`src/hw/rtl/il2p_header_from_ax25_frame_unit_defines.svh`:
```
// Assertion macros shared by the IL2P header encoder RTL.
`ifndef IL2P_HEADER_FROM_AX25_FRAME_UNIT_DEFINES_SVH
`define IL2P_HEADER_FROM_AX25_FRAME_UNIT_DEFINES_SVH

// Same-cycle implication, sampled on clk and quiet during rst.
`define IL2P_ASSERT_IMP(lbl, ante, cons, msg) \
  lbl: assert property (@(posedge clk) disable iff (rst) (ante) |-> (cons)) \
    else $error(msg);

// Next-cycle implication, sampled on clk and quiet during rst.
`define IL2P_ASSERT_NEXT(lbl, ante, cons, msg) \
  lbl: assert property (@(posedge clk) disable iff (rst) (ante) |=> (cons)) \
    else $error(msg);

`endif

```
`src/hw/rtl/il2p_pkg.sv`:
```
// Package with frame kind codes, decode types and lookup functions for the IL2P header encoder.
`default_nettype none

package il2p_pkg;

  localparam logic [4:0] KIND_I8     = 5'd0;
  localparam logic [4:0] KIND_I16    = 5'd1;
  localparam logic [4:0] KIND_RR8    = 5'd2;
  localparam logic [4:0] KIND_SREJ16 = 5'd9;
  localparam logic [4:0] KIND_UI     = 5'd10;
  localparam logic [4:0] KIND_SABM   = 5'd11;
  localparam logic [4:0] KIND_SABME  = 5'd12;
  localparam logic [4:0] KIND_DISC   = 5'd13;
  localparam logic [4:0] KIND_DM     = 5'd14;
  localparam logic [4:0] KIND_UA     = 5'd15;
  localparam logic [4:0] KIND_FRMR   = 5'd16;
  localparam logic [4:0] KIND_XID    = 5'd17;
  localparam logic [4:0] KIND_TEST   = 5'd18;
  localparam logic [4:0] KIND_RAW    = 5'd19;

  localparam logic [7:0] CHAR_LOW  = 8'h20;
  localparam logic [7:0] CHAR_HIGH = 8'h5F;
  localparam logic [5:0] CHAR_BIAS = 6'h20;

  localparam logic [3:0] IPID_S_FRAME = 4'h0;
  localparam logic [3:0] IPID_U_FRAME = 4'h1;

  localparam int CALL_CHARS = 6;
  localparam int SB_W       = 6 * CALL_CHARS;
  localparam int IN_DATA_W  = 136;
  localparam int OUT_DATA_W = 104;

  typedef struct packed {
    logic       ok;
    logic [3:0] code;
  } pid_map_t;

  // Stage 1 result: everything decoded from one frame's fields.
  typedef struct packed {
    logic [SB_W-1:0] dest_sb;
    logic [SB_W-1:0] src_sb;
    logic            calls_ok;
    logic [3:0]      to_ssid;
    logic [3:0]      from_ssid;
    logic            rep;
    logic            is_i;
    logic            is_s;
    logic            is_ui;
    logic            is_u;
    logic            is_sabme;
    pid_map_t        pid;
    logic [3:0]      u_op;
    logic [1:0]      s_op;
    logic [2:0]      ns;
    logic [2:0]      nr;
    logic            pf;
    logic            cr;
    logic [9:0]      len;
  } dec_t;

  // Stage 2 result: header fields ready to be placed.
  typedef struct packed {
    logic            type1;
    logic [SB_W-1:0] dest_sb;
    logic [3:0]      to_ssid;
    logic [SB_W-1:0] src_sb;
    logic [3:0]      from_ssid;
    logic            ui;
    logic [3:0]      ipid;
    logic [6:0]      ctrl;
    logic [9:0]      len;
  } hdr_t;

  function automatic pid_map_t map_pid(input logic [7:0] pid);
    pid_map_t r;
    r.ok = 1'b1;
    case (pid)
      8'h01:   r.code = 4'h3;
      8'h06:   r.code = 4'h4;
      8'h07:   r.code = 4'h5;
      8'h08:   r.code = 4'h6;
      8'hCC:   r.code = 4'hB;
      8'hCD:   r.code = 4'hC;
      8'hCE:   r.code = 4'hD;
      8'hCF:   r.code = 4'hE;
      8'hF0:   r.code = 4'hF;
      default: begin
        // The AX.25 layer 3 range shares one IL2P code.
        r.code = 4'h2;
        r.ok   = (pid inside {[8'h10:8'h1F]});
      end
    endcase
    return r;
  endfunction

  function automatic logic [3:0] u_opcode(input logic [4:0] kind);
    logic [3:0] op;
    case (kind)
      KIND_SABM: op = 4'h1;
      KIND_DISC: op = 4'h3;
      KIND_DM:   op = 4'h4;
      KIND_UI:   op = 4'h5;
      KIND_UA:   op = 4'h6;
      KIND_TEST: op = 4'h7;
      KIND_FRMR: op = 4'h8;
      KIND_XID:  op = 4'h9;
      default:   op = 4'h0;
    endcase
    return op;
  endfunction

endpackage

`default_nettype wire

```
`src/hw/rtl/il2p_field_decode.sv`:
```
// Decoder that classifies the frame kind, SIXBIT-encodes both callsigns and maps the PID.
`default_nettype none

module il2p_field_decode import il2p_pkg::*; (
  input  wire logic [4:0]  frame_kind,
  input  wire logic [47:0] to_call,
  input  wire logic [3:0]  to_ssid,
  input  wire logic [47:0] from_call,
  input  wire logic [3:0]  from_ssid,
  input  wire logic        has_repeaters,
  input  wire logic [7:0]  protocol_id,
  input  wire logic [2:0]  send_seq,
  input  wire logic [2:0]  recv_seq,
  input  wire logic        poll_final,
  input  wire logic        command_response,
  input  wire logic [9:0]  payload_length,
  output dec_t             dec
);

  logic [CALL_CHARS-1:0] dest_ok;
  logic [CALL_CHARS-1:0] src_ok;
  logic [7:0]            dc;
  logic [7:0]            sc;
  logic [SB_W-1:0]       dest_sb;
  logic [SB_W-1:0]       src_sb;

  // Each character is checked and rebased on its own; character k sits in byte 5-k.
  always_comb begin
    dest_sb = '0;
    src_sb  = '0;
    dest_ok = '0;
    src_ok  = '0;
    dc      = '0;
    sc      = '0;
    for (int k = 0; k < CALL_CHARS; k++) begin
      dc = to_call[8*(CALL_CHARS-1-k) +: 8];
      sc = from_call[8*(CALL_CHARS-1-k) +: 8];
      dest_ok[k] = (dc inside {[CHAR_LOW:CHAR_HIGH]});
      src_ok[k]  = (sc inside {[CHAR_LOW:CHAR_HIGH]});
      dest_sb[6*(CALL_CHARS-1-k) +: 6] = dc[5:0] - CHAR_BIAS;
      src_sb[6*(CALL_CHARS-1-k) +: 6]  = sc[5:0] - CHAR_BIAS;
    end
  end

  assign dec.dest_sb   = dest_sb;
  assign dec.src_sb    = src_sb;
  assign dec.calls_ok  = (&dest_ok) & (&src_ok);
  assign dec.to_ssid   = to_ssid;
  assign dec.from_ssid = from_ssid;
  assign dec.rep       = has_repeaters;
  assign dec.is_i      = (frame_kind inside {[KIND_I8:KIND_I16]});
  assign dec.is_s      = (frame_kind inside {[KIND_RR8:KIND_SREJ16]});
  assign dec.is_ui     = (frame_kind == KIND_UI);
  assign dec.is_u      = !dec.is_i && !dec.is_s && !dec.is_ui && (frame_kind != KIND_RAW);
  assign dec.is_sabme  = (frame_kind == KIND_SABME);
  assign dec.pid       = map_pid(protocol_id);
  assign dec.u_op      = u_opcode(frame_kind);
  assign dec.s_op      = frame_kind[1:0] - KIND_RR8[1:0];
  assign dec.ns        = send_seq;
  assign dec.nr        = recv_seq;
  assign dec.pf        = poll_final;
  assign dec.cr        = command_response;
  assign dec.len       = payload_length;

endmodule

`default_nettype wire

```
`src/hw/rtl/il2p_header_from_ax25_frame_unit.sv`:
```
// Top level of the IL2P header encoder: a three-stage pipeline from AX.25 fields to header.
`default_nettype none
`include "il2p_header_from_ax25_frame_unit_defines.svh"

// Turns the fields of one AX.25 frame into the 104-bit IL2P header. Frames with
// repeaters, SABME, a callsign character outside 0x20..0x5F or, unless they are
// S or U frames, an unmappable PID get a Type 0 header (FEC bit, type bit 0 and
// the 10-bit count, all else zero); the rest get a translated Type 1 header.
// Each request passes three register stages (decode, field build, header
// assembly) in that order on its way to the output, and one request is taken
// every cycle while the output side keeps up. A stalled stage only holds the
// stages behind it that are full, so empty slots still fill while a header
// waits.
module il2p_header_from_ax25_frame_unit import il2p_pkg::*; (
  input  wire logic                  clk,
  input  wire logic                  rst,
  input  wire logic                  s_axis_tvalid,
  output      logic                  s_axis_tready,
  // to_call, to_ssid, from_call, from_ssid, has_repeaters, protocol_id,
  // send_seq, recv_seq, poll_final, command_response, payload_length, zero fill
  input  wire logic [IN_DATA_W-1:0]  s_axis_tdata,
  // frame_kind
  input  wire logic [4:0]            s_axis_tuser,
  output      logic                  m_axis_tvalid,
  input  wire logic                  m_axis_tready,
  // header_high, header_low
  output      logic [OUT_DATA_W-1:0] m_axis_tdata,
  // header_type
  output      logic                  m_axis_tuser
);

  dec_t dec_in;
  dec_t dec1;
  hdr_t hdr2;
  hdr_t hdr2_next;
  logic v1, v2, v3;
  logic ld1, ld2, ld3;
  logic [63:0] header_high_next;
  logic [39:0] header_low_next;
  logic fec_type_ok;
  logic type0_clear;

  il2p_field_decode u_decode (
    .frame_kind       (s_axis_tuser),
    .to_call          (s_axis_tdata[47:0]),
    .to_ssid          (s_axis_tdata[51:48]),
    .from_call        (s_axis_tdata[99:52]),
    .from_ssid        (s_axis_tdata[103:100]),
    .has_repeaters    (s_axis_tdata[104]),
    .protocol_id      (s_axis_tdata[112:105]),
    .send_seq         (s_axis_tdata[115:113]),
    .recv_seq         (s_axis_tdata[118:116]),
    .poll_final       (s_axis_tdata[119]),
    .command_response (s_axis_tdata[120]),
    .payload_length   (s_axis_tdata[130:121]),
    .dec              (dec_in)
  );

  // A stage loads when it is empty or its contents move on this cycle.
  assign ld3           = !v3 || m_axis_tready;
  assign ld2           = !v2 || ld3;
  assign ld1           = !v1 || ld2;
  assign s_axis_tready = ld1;
  assign m_axis_tvalid = v3;

  always_ff @(posedge clk) begin
    if (rst) begin
      v1 <= 1'b0;
      v2 <= 1'b0;
      v3 <= 1'b0;
    end else begin
      if (ld1) begin
        v1 <= s_axis_tvalid;
      end
      if (ld2) begin
        v2 <= v1;
      end
      if (ld3) begin
        v3 <= v2;
      end
    end
  end

  always_comb begin
    hdr2_next.type1     = !dec1.rep && dec1.calls_ok && !dec1.is_sabme &&
                          (dec1.is_s || dec1.is_u || dec1.pid.ok);
    hdr2_next.dest_sb   = dec1.dest_sb;
    hdr2_next.to_ssid   = dec1.to_ssid;
    hdr2_next.src_sb    = dec1.src_sb;
    hdr2_next.from_ssid = dec1.from_ssid;
    hdr2_next.ui        = dec1.is_ui;
    hdr2_next.len       = dec1.len;
    if (dec1.is_s) begin
      hdr2_next.ipid = IPID_S_FRAME;
    end else if (dec1.is_u) begin
      hdr2_next.ipid = IPID_U_FRAME;
    end else begin
      hdr2_next.ipid = dec1.pid.code;
    end
    if (dec1.is_i) begin
      hdr2_next.ctrl = {dec1.pf, dec1.nr, dec1.ns};
    end else if (dec1.is_s) begin
      hdr2_next.ctrl = {dec1.pf, dec1.nr, dec1.cr, dec1.s_op};
    end else begin
      // The U opcode sits in bits 4..1, so bit 5 stays clear.
      hdr2_next.ctrl = {dec1.pf, 1'b0, dec1.u_op, dec1.cr};
    end
  end

  // Type 0 keeps only the FEC bit, the type bit and the count.
  always_comb begin
    if (hdr2.type1) begin
      header_high_next = {hdr2.dest_sb, hdr2.to_ssid, hdr2.src_sb[SB_W-1:12]};
      header_low_next  = {hdr2.src_sb[11:0], hdr2.from_ssid, hdr2.ui, hdr2.ipid,
                          hdr2.ctrl, 1'b1, 1'b1, hdr2.len};
    end else begin
      header_high_next = '0;
      header_low_next  = {28'b0, 1'b1, 1'b0, hdr2.len};
    end
  end

  always_ff @(posedge clk) begin
    if (ld1) begin
      dec1 <= dec_in;
    end
    if (ld2) begin
      hdr2 <= hdr2_next;
    end
    if (ld3) begin
      m_axis_tdata <= {header_low_next, header_high_next};
      m_axis_tuser <= hdr2.type1;
    end
  end

  assign fec_type_ok = m_axis_tdata[75] && (m_axis_tdata[74] == m_axis_tuser);
  assign type0_clear = (m_axis_tdata[63:0] == '0) && (m_axis_tdata[103:76] == '0);

  `IL2P_ASSERT_IMP(a_fec_and_type, m_axis_tvalid, fec_type_ok, "FEC or type bit wrong in header")
  `IL2P_ASSERT_IMP(a_type0_clear, m_axis_tvalid && !m_axis_tuser, type0_clear, "Type 0 has fields")
  `IL2P_ASSERT_NEXT(a_stage2_hold, v2 && !ld2, v2 && $stable(hdr2), "Stalled middle stage changed")

endmodule

`default_nettype wire
```
`config.mk`:
```
export PLATFORM = sky130hd
export DESIGN_NAME = il2p_header_from_ax25_frame_unit
export DESIGN_NICKNAME = d
export VERILOG_FILES = /design/src/hw/rtl/il2p_pkg.sv /design/src/hw/rtl/il2p_field_decode.sv /design/src/hw/rtl/il2p_header_from_ax25_frame_unit.sv
export VERILOG_INCLUDE_DIRS = /design/src /design/src/hw/rtl
export SDC_FILE = /design/constraint.sdc
export NUM_CORES = 1
export LEC_CHECK = 0
export ABC_AREA = 0
export BUFFER_PORTS_ARGS = -buffer_cell sky130_fd_sc_hd__buf_2
export CORE_MARGIN = 10
export CORE_UTILIZATION = 49
export DETAILED_ROUTE_END_ITERATION = 8
export GPL_TIMING_DRIVEN = 1
export PLACE_DENSITY = 0.8
export SETUP_SLACK_MARGIN = 0.3
export SYNTH_ARGS = -nofsm -noshare
export SYNTH_HDL_FRONTEND = slang
export SYNTH_SLANG_ARGS = --single-unit
```
`constraint.sdc`:
```
create_clock -name clk -period 6.2 [get_ports clk]
set_clock_uncertainty 0.2 [all_clocks]
set_input_delay 0.62 -clock clk [delete_from_list [all_inputs] [get_ports clk]]
set_output_delay 0.62 -clock clk [all_outputs]
set_load 0.05 [all_outputs]
```
==> qor.txt, run 1 <==
Critical Path Sink Type: output pin
worst-case clock buffer depth: 3
initial antenna violation count: 4
Antenna Violating Nets Remaining: 0
starting density of the core: 49.6%
final period utilization: 51.3%
critical path, cell by cell: nor2b_1 > and2_1 > nand2_4 > buf_2
Critical Path RT: 5380 ps
die area: 29200 sq um
Placer Congestion: 0.832
register area share after synthesis: 87.1%
maximum fanout along the worst path: 61
post-CTS sizing: 0
Hold Buf Count CTS: 0
Die Ht: 171 microns
Post-Place Cells: 1075
Slew HR: 43.3%
Synth Instances: 558
CP Depth: 4
LEAKAGE: 5.85 nW
PD cells: 331 nW/um^2
Peak supply drop: 0.000217 V
IO Port Bufs: 245
vias in the first global route: 5990
Final Setup Violations: 0
fill count: 1657
unrepaired setup endpoints after global routing: no
Post-DP HPWL: 15000 microns
Yosys reg bits: 325
Hold Vio Cnt, Final: 0
maximum clock rate: 315 MHz
Syn Nets: 707
Setup crit start kind: register
Area after DPL: 12700 sq um
via count: 5578
clock-pin transition on the worst setup and hold timing paths: 60 ps
combinational share of power: 4.2%
sw frac: 20.6%
worst hold slack: 94.8 ps
Remaining DRCs: 0
Setup Crit Path Kind: reg -> out
critical path's largest stage delay: 510 ps
Finished Cell Area: 13700 sq um
Slowest-stage cell, CP: nand2_4
Buf/Inv on CP: 1
Synth-to-Final Area Change: 22.8%
Least-Margin Pin Slew: 851 ps
clock sinks: 325
Final WS setup: 3020 ps
core area: 22500 sq um
Hold Crit Depth: 1
Slew Limit Fails: 0
warning count from the yosys run: 0
pin count of the biggest net entering global routing: 65
setup slack at placement: 3080 ps
Rows: 55
via-per-instance ratio: 4.90
Net Switching: 0.000935 W
Wirelength per Cell: 18.8 microns
Die Width: 171 microns
Cell Area, Synth: 11200 sq um
CTS tree: done
global-route wire length before repair: 32400 microns
Max-cap violations: 0
Post CTS Setup Buffer Count: 0
Yosys cell types: 42
cts bufs inserted: 34
CP delay by family, top: simple AND/OR/NAND/NOR gates
remaining global-route overflow: 0
1st-iter DRT viols: 293
Hold Path Class: in -> reg
multi-input logic area: 1300 sq um
syn_area_per_cell: 20.0 sq um
share of post-route cells with drive strength above 1: 35.6%
crit path time final: 3180 ps
clock group share of total power: 40.0%
Fin Setup TNS: 0 ps
Boundary Pins: 252
internal power: 0.00360 W
Storage cell area: 9730 sq um
Tot GR Track Use: 14.5%
Worst EP arrival: 2360 ps
clock root buffer: clkbuf_16
status: complete, no violations
final wirelength: 21500 microns
H-tree levels: 2
Reg power frac: 55.8%
clock latency on the worst-skew pair: 490 ps
# nets final: 975
Worst Reg-to-Reg Cells: 4
Finished Layout Cells: 1139
DRT Pass-1 Iters: 4
## synthesized netlist by cell type (all sizes together)
cell type  count  area, sq um
a21o           1         7.51
a21oi          5         25.0
a22oi          1         7.51
a2bb2oi        1         8.76
a32oi          1         8.76
and2          97          607
and3           2         12.5
buf            6         41.3
clkbuf        11         41.3
conb           1         3.75
dfxtp          3         60.1
edfxtp       322         9670
ha             4         50.1
inv           16         60.1
mux2           2         22.5
mux2i          5         50.1
nand2          6         22.5
nand2b         1         6.26
nand3          7         35.0
nand3b         1         7.51
nand4          7         43.8
nand4b         2         17.5
nor2          14         52.6
nor2b          3         18.8
nor3           3         15.0
nor3b          2         20.0
nor4           6         37.5
nor4b          1         8.76
o21a           1         7.51
o21ai          7         38.8
o22a           1         8.76
o31a           1         8.76
o41ai          1         8.76
or2            1         6.26
or3            2         12.5
xnor2          1         8.76
xor2          12          105
## cells in the final DEF, fill, tap and decap left out, drive strengths merged, types with 3 or more instances in the layout
| cell type | n |
|---|---|
| nand2 | 6 |
| nor2b | 3 |
| clkbuf | 41 |
| and2 | 97 |
| diode | 4 |
| nor4 | 6 |
| buf | 249 |
| mux2i | 5 |
| dfxtp | 3 |
| xor2 | 12 |
| inv | 18 |
| a21oi | 5 |
| nand4 | 7 |
| nand3 | 7 |
| clkinv | 15 |
| edfxtp | 322 |
| nor3 | 3 |
| ha | 4 |
| nor2 | 14 |
| o21ai | 7 |
## layout make-up
| cell class | count | share of cell area [%] |
|---|---|---|
| diodes | 4 | 0.0730 |
| clock buffers | 41 | 6.55 |
| clock inverters | 19 | 0.721 |
| inverters | 16 | 0.474 |
| multi-input cells | 200 | 9.49 |
| flip-flops and latches | 325 | 70.9 |
| well taps | 285 | 2.60 |
| repair buffers | 249 | 9.16 |
## per-layer routing
layer / up-vias / global-route usage [%] / part of all wire (%)
met3: 51 / 4.61 / 8.9
met2: 230 / 24.1 / 49
met5: - / 0 / 0.084
met4: 2 / 5.52 / 2.7
li1: 2628 / - / -
met1: 2667 / 17.3 / 39
## worst reg2reg max path: cells and delay by family (launching register included)
family | cells | cell delay (ps)
flip-flops | 1 | 300
AND/OR/NAND/NOR | 3 | 1070
buffers and inverters | 1 | 720
## final timing paths
check | from | endpoint | slack (ps)
hold / removal | s_axis_tdata[51] | dec1[42] | 90
setup reg to reg | m_axis_tvalid | dec1[75] | 3510
hold reg to reg | dec1[113] | hdr2[99] | 210
setup / recovery | m_axis_tvalid | s_axis_tready | 3020
## power groups by stage
stage	combinational, W	clock, W	sequential [W]
detailed placement	0.000193	0	0.00258
floorplan	0.0000395	0	0.00264
finish	0.000191	0.00181	0.00253
global placement	0.000188	0	0.00257
global route	0.000205	0.00195	0.00254
CTS	0.000193	0.00186	0.00253
## registers in the layout, summed over array words and instances (netlist names)
signal,flops
dec1,116
hdr2,103
m_axis_tdata,102
m_axis_tuser,1
m_axis_tvalid,1
v1,1
v2,1
## cells by family after synthesis
family	after synthesis	synth area share (%)
buf+inv	33	1.28
other cells	1	0.0336
xor+xnor	13	1.02
simple gates	155	8.27
compound gates	20	1.17
mux	7	0.650
fa+ha+maj	4	0.448
flops	325	87.1
## per-stage QoR
stage               utilization (%)  total power [W]
global placement               56.5          0.00276
finish                         61.0          0.00454
CTS                            60.9          0.00459
detailed placement             56.5          0.00277
floorplan                         -          0.00268
global route                   60.9          0.00469
No activity file was read; power rests on OpenSTA's default activity.
==> run 2, diff against run 1 <==
--- a/config.mk
+++ b/config.mk
@@ -6,13 +6,13 @@
 export SDC_FILE = /design/constraint.sdc
 export NUM_CORES = 1
 export LEC_CHECK = 0
-export ABC_AREA = 0
+export ABC_AREA = 1
 export BUFFER_PORTS_ARGS = -buffer_cell sky130_fd_sc_hd__buf_2
 export CORE_MARGIN = 10
-export CORE_UTILIZATION = 49
+export CORE_UTILIZATION = 48
 export DETAILED_ROUTE_END_ITERATION = 8
 export GPL_TIMING_DRIVEN = 1
-export PLACE_DENSITY = 0.8
+export PLACE_DENSITY = 0.82
 export SETUP_SLACK_MARGIN = 0.3
 export SYNTH_ARGS = -nofsm -noshare
 export SYNTH_HDL_FRONTEND = slang
==> constraint.sdc (replaced) <==
create_clock -name clk -period 2.5 [get_ports clk]
set_clock_uncertainty 0.2 [all_clocks]
set_input_delay 0.25 -clock clk [delete_from_list [all_inputs] [get_ports clk]]
set_output_delay 0.25 -clock clk [all_outputs]
set_load 0.05 [all_outputs]
==> qor.txt, run 2 <==
status: complete, no violations
Fin Setup TNS: 0 ps
PD cells: 761 nW/um^2
Synth Instances: 706
1st-iter DRT viols: 423
Setup crit start kind: primary input
internal power: 0.00928 W
commonest cells after routing, fill and taps aside: 322 x edfxtp_1, 244 x buf_2, 133 x nand2_1, 130 x inv_1, 120 x dlygate4sd3_1
asr flop ratio synth: 0%
final wirelength: 24900 microns
initial antenna violation count: 3
fill count: 1615
unrepaired setup endpoints after global routing: no
clock latency on the worst-skew pair: 540 ps
Slew HR: 53.9%
crit path time final: 2130 ps
setup slack at placement: 740 ps
Biggest register: dec1
Synth-to-Final Area Change: 35.2%
dominant cell type by area after synthesis: edfxtp_1
post-synth top area share: 85.1%
clock root buffer: clkbuf_16
Hold Crit Depth: 6
biggest regs: dec1 (116), hdr2 (103), m_axis_tdata (102)
Worst Reg-to-Reg Cells: 5
share of post-route cells with drive strength above 1: 29.1%
Final Core Density: 65.6%
Final Setup Violations: 0
# nets final: 1252
Tot GR Track Use: 15.8%
Die Width: 174 microns
Hold Vio Cnt, Final: 0
Setup Crit Path Kind: in -> reg
warning count from the yosys run: 0
Post-synth EDFFs: 322
maximum fanout along the worst path: 5
Max-cap violations: 0
cts bufs inserted: 31
CTS tree: done
Critical Path Sink Type: register
combinational share of power: 5.6%
Hold Path Class: in -> reg
Final WS setup: 374 ps
syn_area_per_cell: 16.1 sq um
Die Ht: 174 microns
Post-Place Cells: 1266
via count: 6595
Placer Congestion: 0.850
sw frac: 20.6%
Rows: 56
Net Switching: 0.00241 W
Finished Cell Area: 15400 sq um
max reg flops: 116
Syn Nets: 855
LEAKAGE: 7.31 nW
final period utilization: 85.1%
register area share after synthesis: 85.6%
worst-case clock buffer depth: 3
Slew Limit Fails: 0
starting density of the core: 48.5%
Remaining DRCs: 0
die area: 30200 sq um
Boundary Pins: 252
IO Port Bufs: 245
top cells by instance count after synthesis: 322 x edfxtp_1, 135 x nand2_1, 131 x inv_1, 43 x nor2_1
Least-Margin Pin Slew: 692 ps
Top FF cell, synth: edfxtp_1
clock group share of total power: 40.6%
clock sinks: 325
Area after DPL: 13100 sq um
Reg power frac: 53.8%
Cell Area, Synth: 11400 sq um
via-per-instance ratio: 4.55
H-tree levels: 1
commonest non-fill, non-tap cell in the layout: edfxtp_1
pin count of the biggest net entering global routing: 105
global-route wire length before repair: 38000 microns
vias in the first global route: 7015
Yosys cell types: 28
register-to-register setup slack: 680 ps
Peak supply drop: 0.000409 V
clock-pin transition on the worst setup and hold timing paths: 60 ps
DRT Pass-1 Iters: 5
most frequent cell after synthesis: edfxtp_1
core area: 23400 sq um
Antenna Violating Nets Remaining: 0
Synth area leaders: edfxtp_1 85%, nand2_1 4.5%, inv_1 4.3%, nor2_1 1.4%, xor2_1 0.54%
Post-DP HPWL: 14800 microns
Finished Layout Cells: 1451
maximum clock rate: 470 MHz
Yosys reg bits: 325
Critical Path RT: 2710 ps
Worst EP arrival: 2340 ps
Wirelength per Cell: 17.2 microns
remaining global-route overflow: 0
-- run 2: cell types whose count changed in the layout (fill, tap and decap cells not counted), sizes merged, moves of 5 or more --
cell	delta
nand4	-6
bufinv	+5
a21oi	+5
dlygate4sd3	+120
inv	+116
buf	+6
nor4	-6
and2	-96
clkbuf	-9
nor2	+34
nand2	+136
xor2	-5
mux2i	-5
-- run 2: what timing repair did --
item | CTS | global route
setup buffers | 0 | 2
hold buffers | 120 | 0
hold endpoints to repair | 116 | 0
setup endpoints to repair | 0 | 2
resized for setup | 0 | 3
-- run 2: worst paths after layout --
kind / startpoint / to
worst min register to register: dec1[45] / hdr2[27]
worst max-delay path: s_axis_tdata[108] / dec1[24]
worst max register to register: m_axis_tvalid / hdr2[99]
worst min-delay path: s_axis_tdata[66] / dec1[43]
-- run 2: per-stage QoR --
| step | power, W | hold WS (ps) |
|---|---|---|
| floorplan | 0.00667 | 109 |
| global placement | 0.00688 | 201 |
| detailed placement | 0.00690 | 205 |
| CTS | 0.0118 | 3.34 |
| global route | 0.0121 | 38.1 |
| finish | 0.0117 | 42.6 |
-- run 2: layer usage --
| layer | vias up | wire [microns] | track usage (%) |
|---|---|---|---|
| met3 | 53 | 1540 | 3.35 |
| met1 | 3108 | 9050 | 17.3 |
| met2 | 260 | 13600 | 29.3 |
| li1 | 3174 | - | - |
| met4 | 0 | 748 | 5.95 |
| met5 | - | 0 | 0 |
-- run 2: worst max-delay path: stages --
cell,delay (ps)
dlygate4sd3_1,530
buf_2,150
nor3_2,170
dlygate4sd3_1,570
nand2_1,50
dlygate4sd3_1,550
nand2_1,60
-- run 2: area by class of cell --
type / instances / area, sq um / share of cell area, %
antenna: 4 / 10.0 / 0.0652
clock buffer: 32 / 779 / 5.07
clock inverter: 26 / 272 / 1.77
inverter: 132 / 499 / 3.25
multi-input combinational: 238 / 1130 / 7.34
sequential: 325 / 9730 / 63.4
tap: 319 / 399 / 2.60
timing repair buffer: 375 / 2540 / 16.5
-- run 2: logic make-up (layout without fill, tap and decap cells) --
family,Yosys count,in the layout,share of synthesized area (%)
multiplexers,2,2,0.198
adder cells (fa/ha/maj),4,4,0.441
AO/OA/AOI/OAI,16,16,0.793
AND/OR/NAND/NOR,206,207,7.35
other,1,5,0.0330
flip-flops,325,325,85.6
buffers and inverters,144,565,4.92
XOR/XNOR,8,8,0.617
-- run 2: power groups by stage --
stage                     sequential (W)  combinational (W)  clock (W)
final                            0.00629           0.000656    0.00474
after global routing             0.00631           0.000699    0.00504
after CTS                        0.00629           0.000648    0.00482
after detailed placement         0.00640           0.000500          0
after global placement           0.00639           0.000487          0
after floorplan                  0.00657           0.000103          0
==> run 3, diff against run 2 <==
--- a/config.mk
+++ b/config.mk
@@ -14,6 +14,7 @@
 export GPL_TIMING_DRIVEN = 1
 export PLACE_DENSITY = 0.82
 export SETUP_SLACK_MARGIN = 0.3
+export SKIP_LAST_GASP = 1
 export SYNTH_ARGS = -nofsm -noshare
 export SYNTH_HDL_FRONTEND = slang
 export SYNTH_SLANG_ARGS = --single-unit
==> constraint.sdc (replaced) <==
create_clock -name clk -period 2.5 [get_ports clk]
set_clock_uncertainty 0.2 [all_clocks]
set_input_delay 0.375 -clock clk [delete_from_list [all_inputs] [get_ports clk]]
set_output_delay 0.375 -clock clk [all_outputs]
set_load 0.05 [all_outputs]
==> qor.txt, run 3 (same netlist as run 2, synthesis figures left out) <==
status: complete, no violations
Hold Path Class: in -> reg
cts bufs inserted: 31
Peak supply drop: 0.000367 V
commonest non-fill, non-tap cell in the layout: edfxtp_1
critical path's largest stage delay: 370 ps
H-tree levels: 1
Die Ht: 174 microns
die area: 30200 sq um
Least-Margin Pin Slew: 602 ps
Synth-to-Final Area Change: 33.0%
vias in the first global route: 6871
clock latency on the worst-skew pair: 540 ps
IO Port Bufs: 245
Finished Layout Cells: 1426
commonest cells after routing, fill and taps aside: 322 x edfxtp_1, 244 x buf_2, 133 x nand2_1, 129 x inv_1, 104 x dlygate4sd3_1
maximum fanout along the worst path: 13
initial antenna violation count: 0
Remaining DRCs: 0
worst-case clock buffer depth: 3
Post-DP HPWL: 15500 microns
Hold Vio Cnt, Final: 0
Die Width: 174 microns
Slew HR: 59.8%
Setup crit start kind: register
clock sinks: 325
final wirelength: 24000 microns
Placer Congestion: 0.858
Slew Limit Fails: 0
Slowest-stage cell, CP: dfxtp_4
share of post-route cells with drive strength above 1: 28.5%
via count: 6516
multi-input logic area: 1110 sq um
max reg flops: 116
Critical Path RT: 1920 ps
crit path time final: 2120 ps
Storage cell area: 9730 sq um
Antenna Violating Nets Remaining: 0
LEAKAGE: 7.19 nW
starting density of the core: 48.5%
remaining global-route overflow: 0
post-layout total power: 0.0115 W
Boundary Pins: 252
global-route wire length before repair: 37300 microns
Critical Path Sink Type: output pin
DRT Pass-1 Iters: 5
core area: 23400 sq um
maximum clock rate: 472 MHz
1st-iter DRT viols: 383
CTS tree: done
via-per-instance ratio: 4.57
Rows: 56
biggest regs: dec1 (116), hdr2 (103), m_axis_tdata (102)
unrepaired setup endpoints after global routing: no
Final Setup Violations: 0
Setup Crit Path Kind: reg -> out
clock root buffer: clkbuf_16
Post-Place Cells: 1266
pin count of the biggest net entering global routing: 105
Fin Setup TNS: 0 ps
clock-pin transition on the worst setup and hold timing paths: 60 ps
Post CTS Setup Buffer Count: 0
# nets final: 1233
Wirelength per Cell: 16.8 microns
CP dominant cell by count: nand2_8
fill count: 1619
PD cells: 758 nW/um^2
Final WS setup: 382 ps
Worst EP arrival: 1540 ps
Tot GR Track Use: 15.5%
Biggest register: dec1
critical path, cell by cell: nand2_8 > nor2_4 > nand2_8 > buf_4
Max-cap violations: 0
setup slack at placement: 571 ps
final period utilization: 84.7%
==> run 3: cell types whose count changed in the layout (fill, tap and decap cells not counted), moves of 3 or more <==
cell and change:
clkinv_2 -6, diode_2 -3, dlygate4sd3_1 -16, clkinv_1 +3
clkbuf_1 +4
==> run 3: timing repair <==
item                                    CTS  global route
endpoints found under the setup margin    0             1
hold buffers                            104             0
hold endpoints to repair                105             0
resized for setup                         0             2
==> run 3: path summary, 6_finish.rpt <==
kind	startpoint	end	slack, ps	cells past startpoint
max	m_axis_tvalid	s_axis_tready	380	4
min	s_axis_tdata[109]	dec1[28]	40	3
max reg2reg	m_axis_tvalid	hdr2[5]	860	4
min reg2reg	dec1[73]	hdr2[55]	210	0
==> run 3: routing by layer <==
layer,track usage [%],routed length (microns)
met1,17.6,9130
met2,28.3,12800
met3,3.62,1530
met4,4.63,512
met5,0,0
==> run 3: per-stage QoR <==
step	instance area (sq um)	utilization, %	hold WS [ps]
final	15100	64.6	41.4
after global routing	15100	64.5	25.0
after CTS	15100	64.5	11.1
after detailed placement	13100	55.8	205
after global placement	13100	55.8	200
after floorplan	11400	-	200
==> run 3: area by class of cell <==
cell class / instances / share of cell area [%]
antenna: 1 / 0.0166
multi-input combinational: 237 / 7.35
clock inverter: 19 / 1.30
inverter: 132 / 3.33
sequential: 325 / 64.4
tap: 319 / 2.64
clock buffer: 36 / 5.26
timing repair buffer: 357 / 15.7
==> run 3: critical path: cells and delay by family, from the launching register on <==
family / cells / cell delay [ps]
buffers and inverters: 1 / 230
flip-flops: 1 / 370
AND/OR/NAND/NOR: 3 / 400
==> run 3: power breakdown <==
group | switching (W) | internal [W]
sequential | 0.0000709 | 0.00622
clock | 0.00186 | 0.00267
combinational | 0.000381 | 0.000258
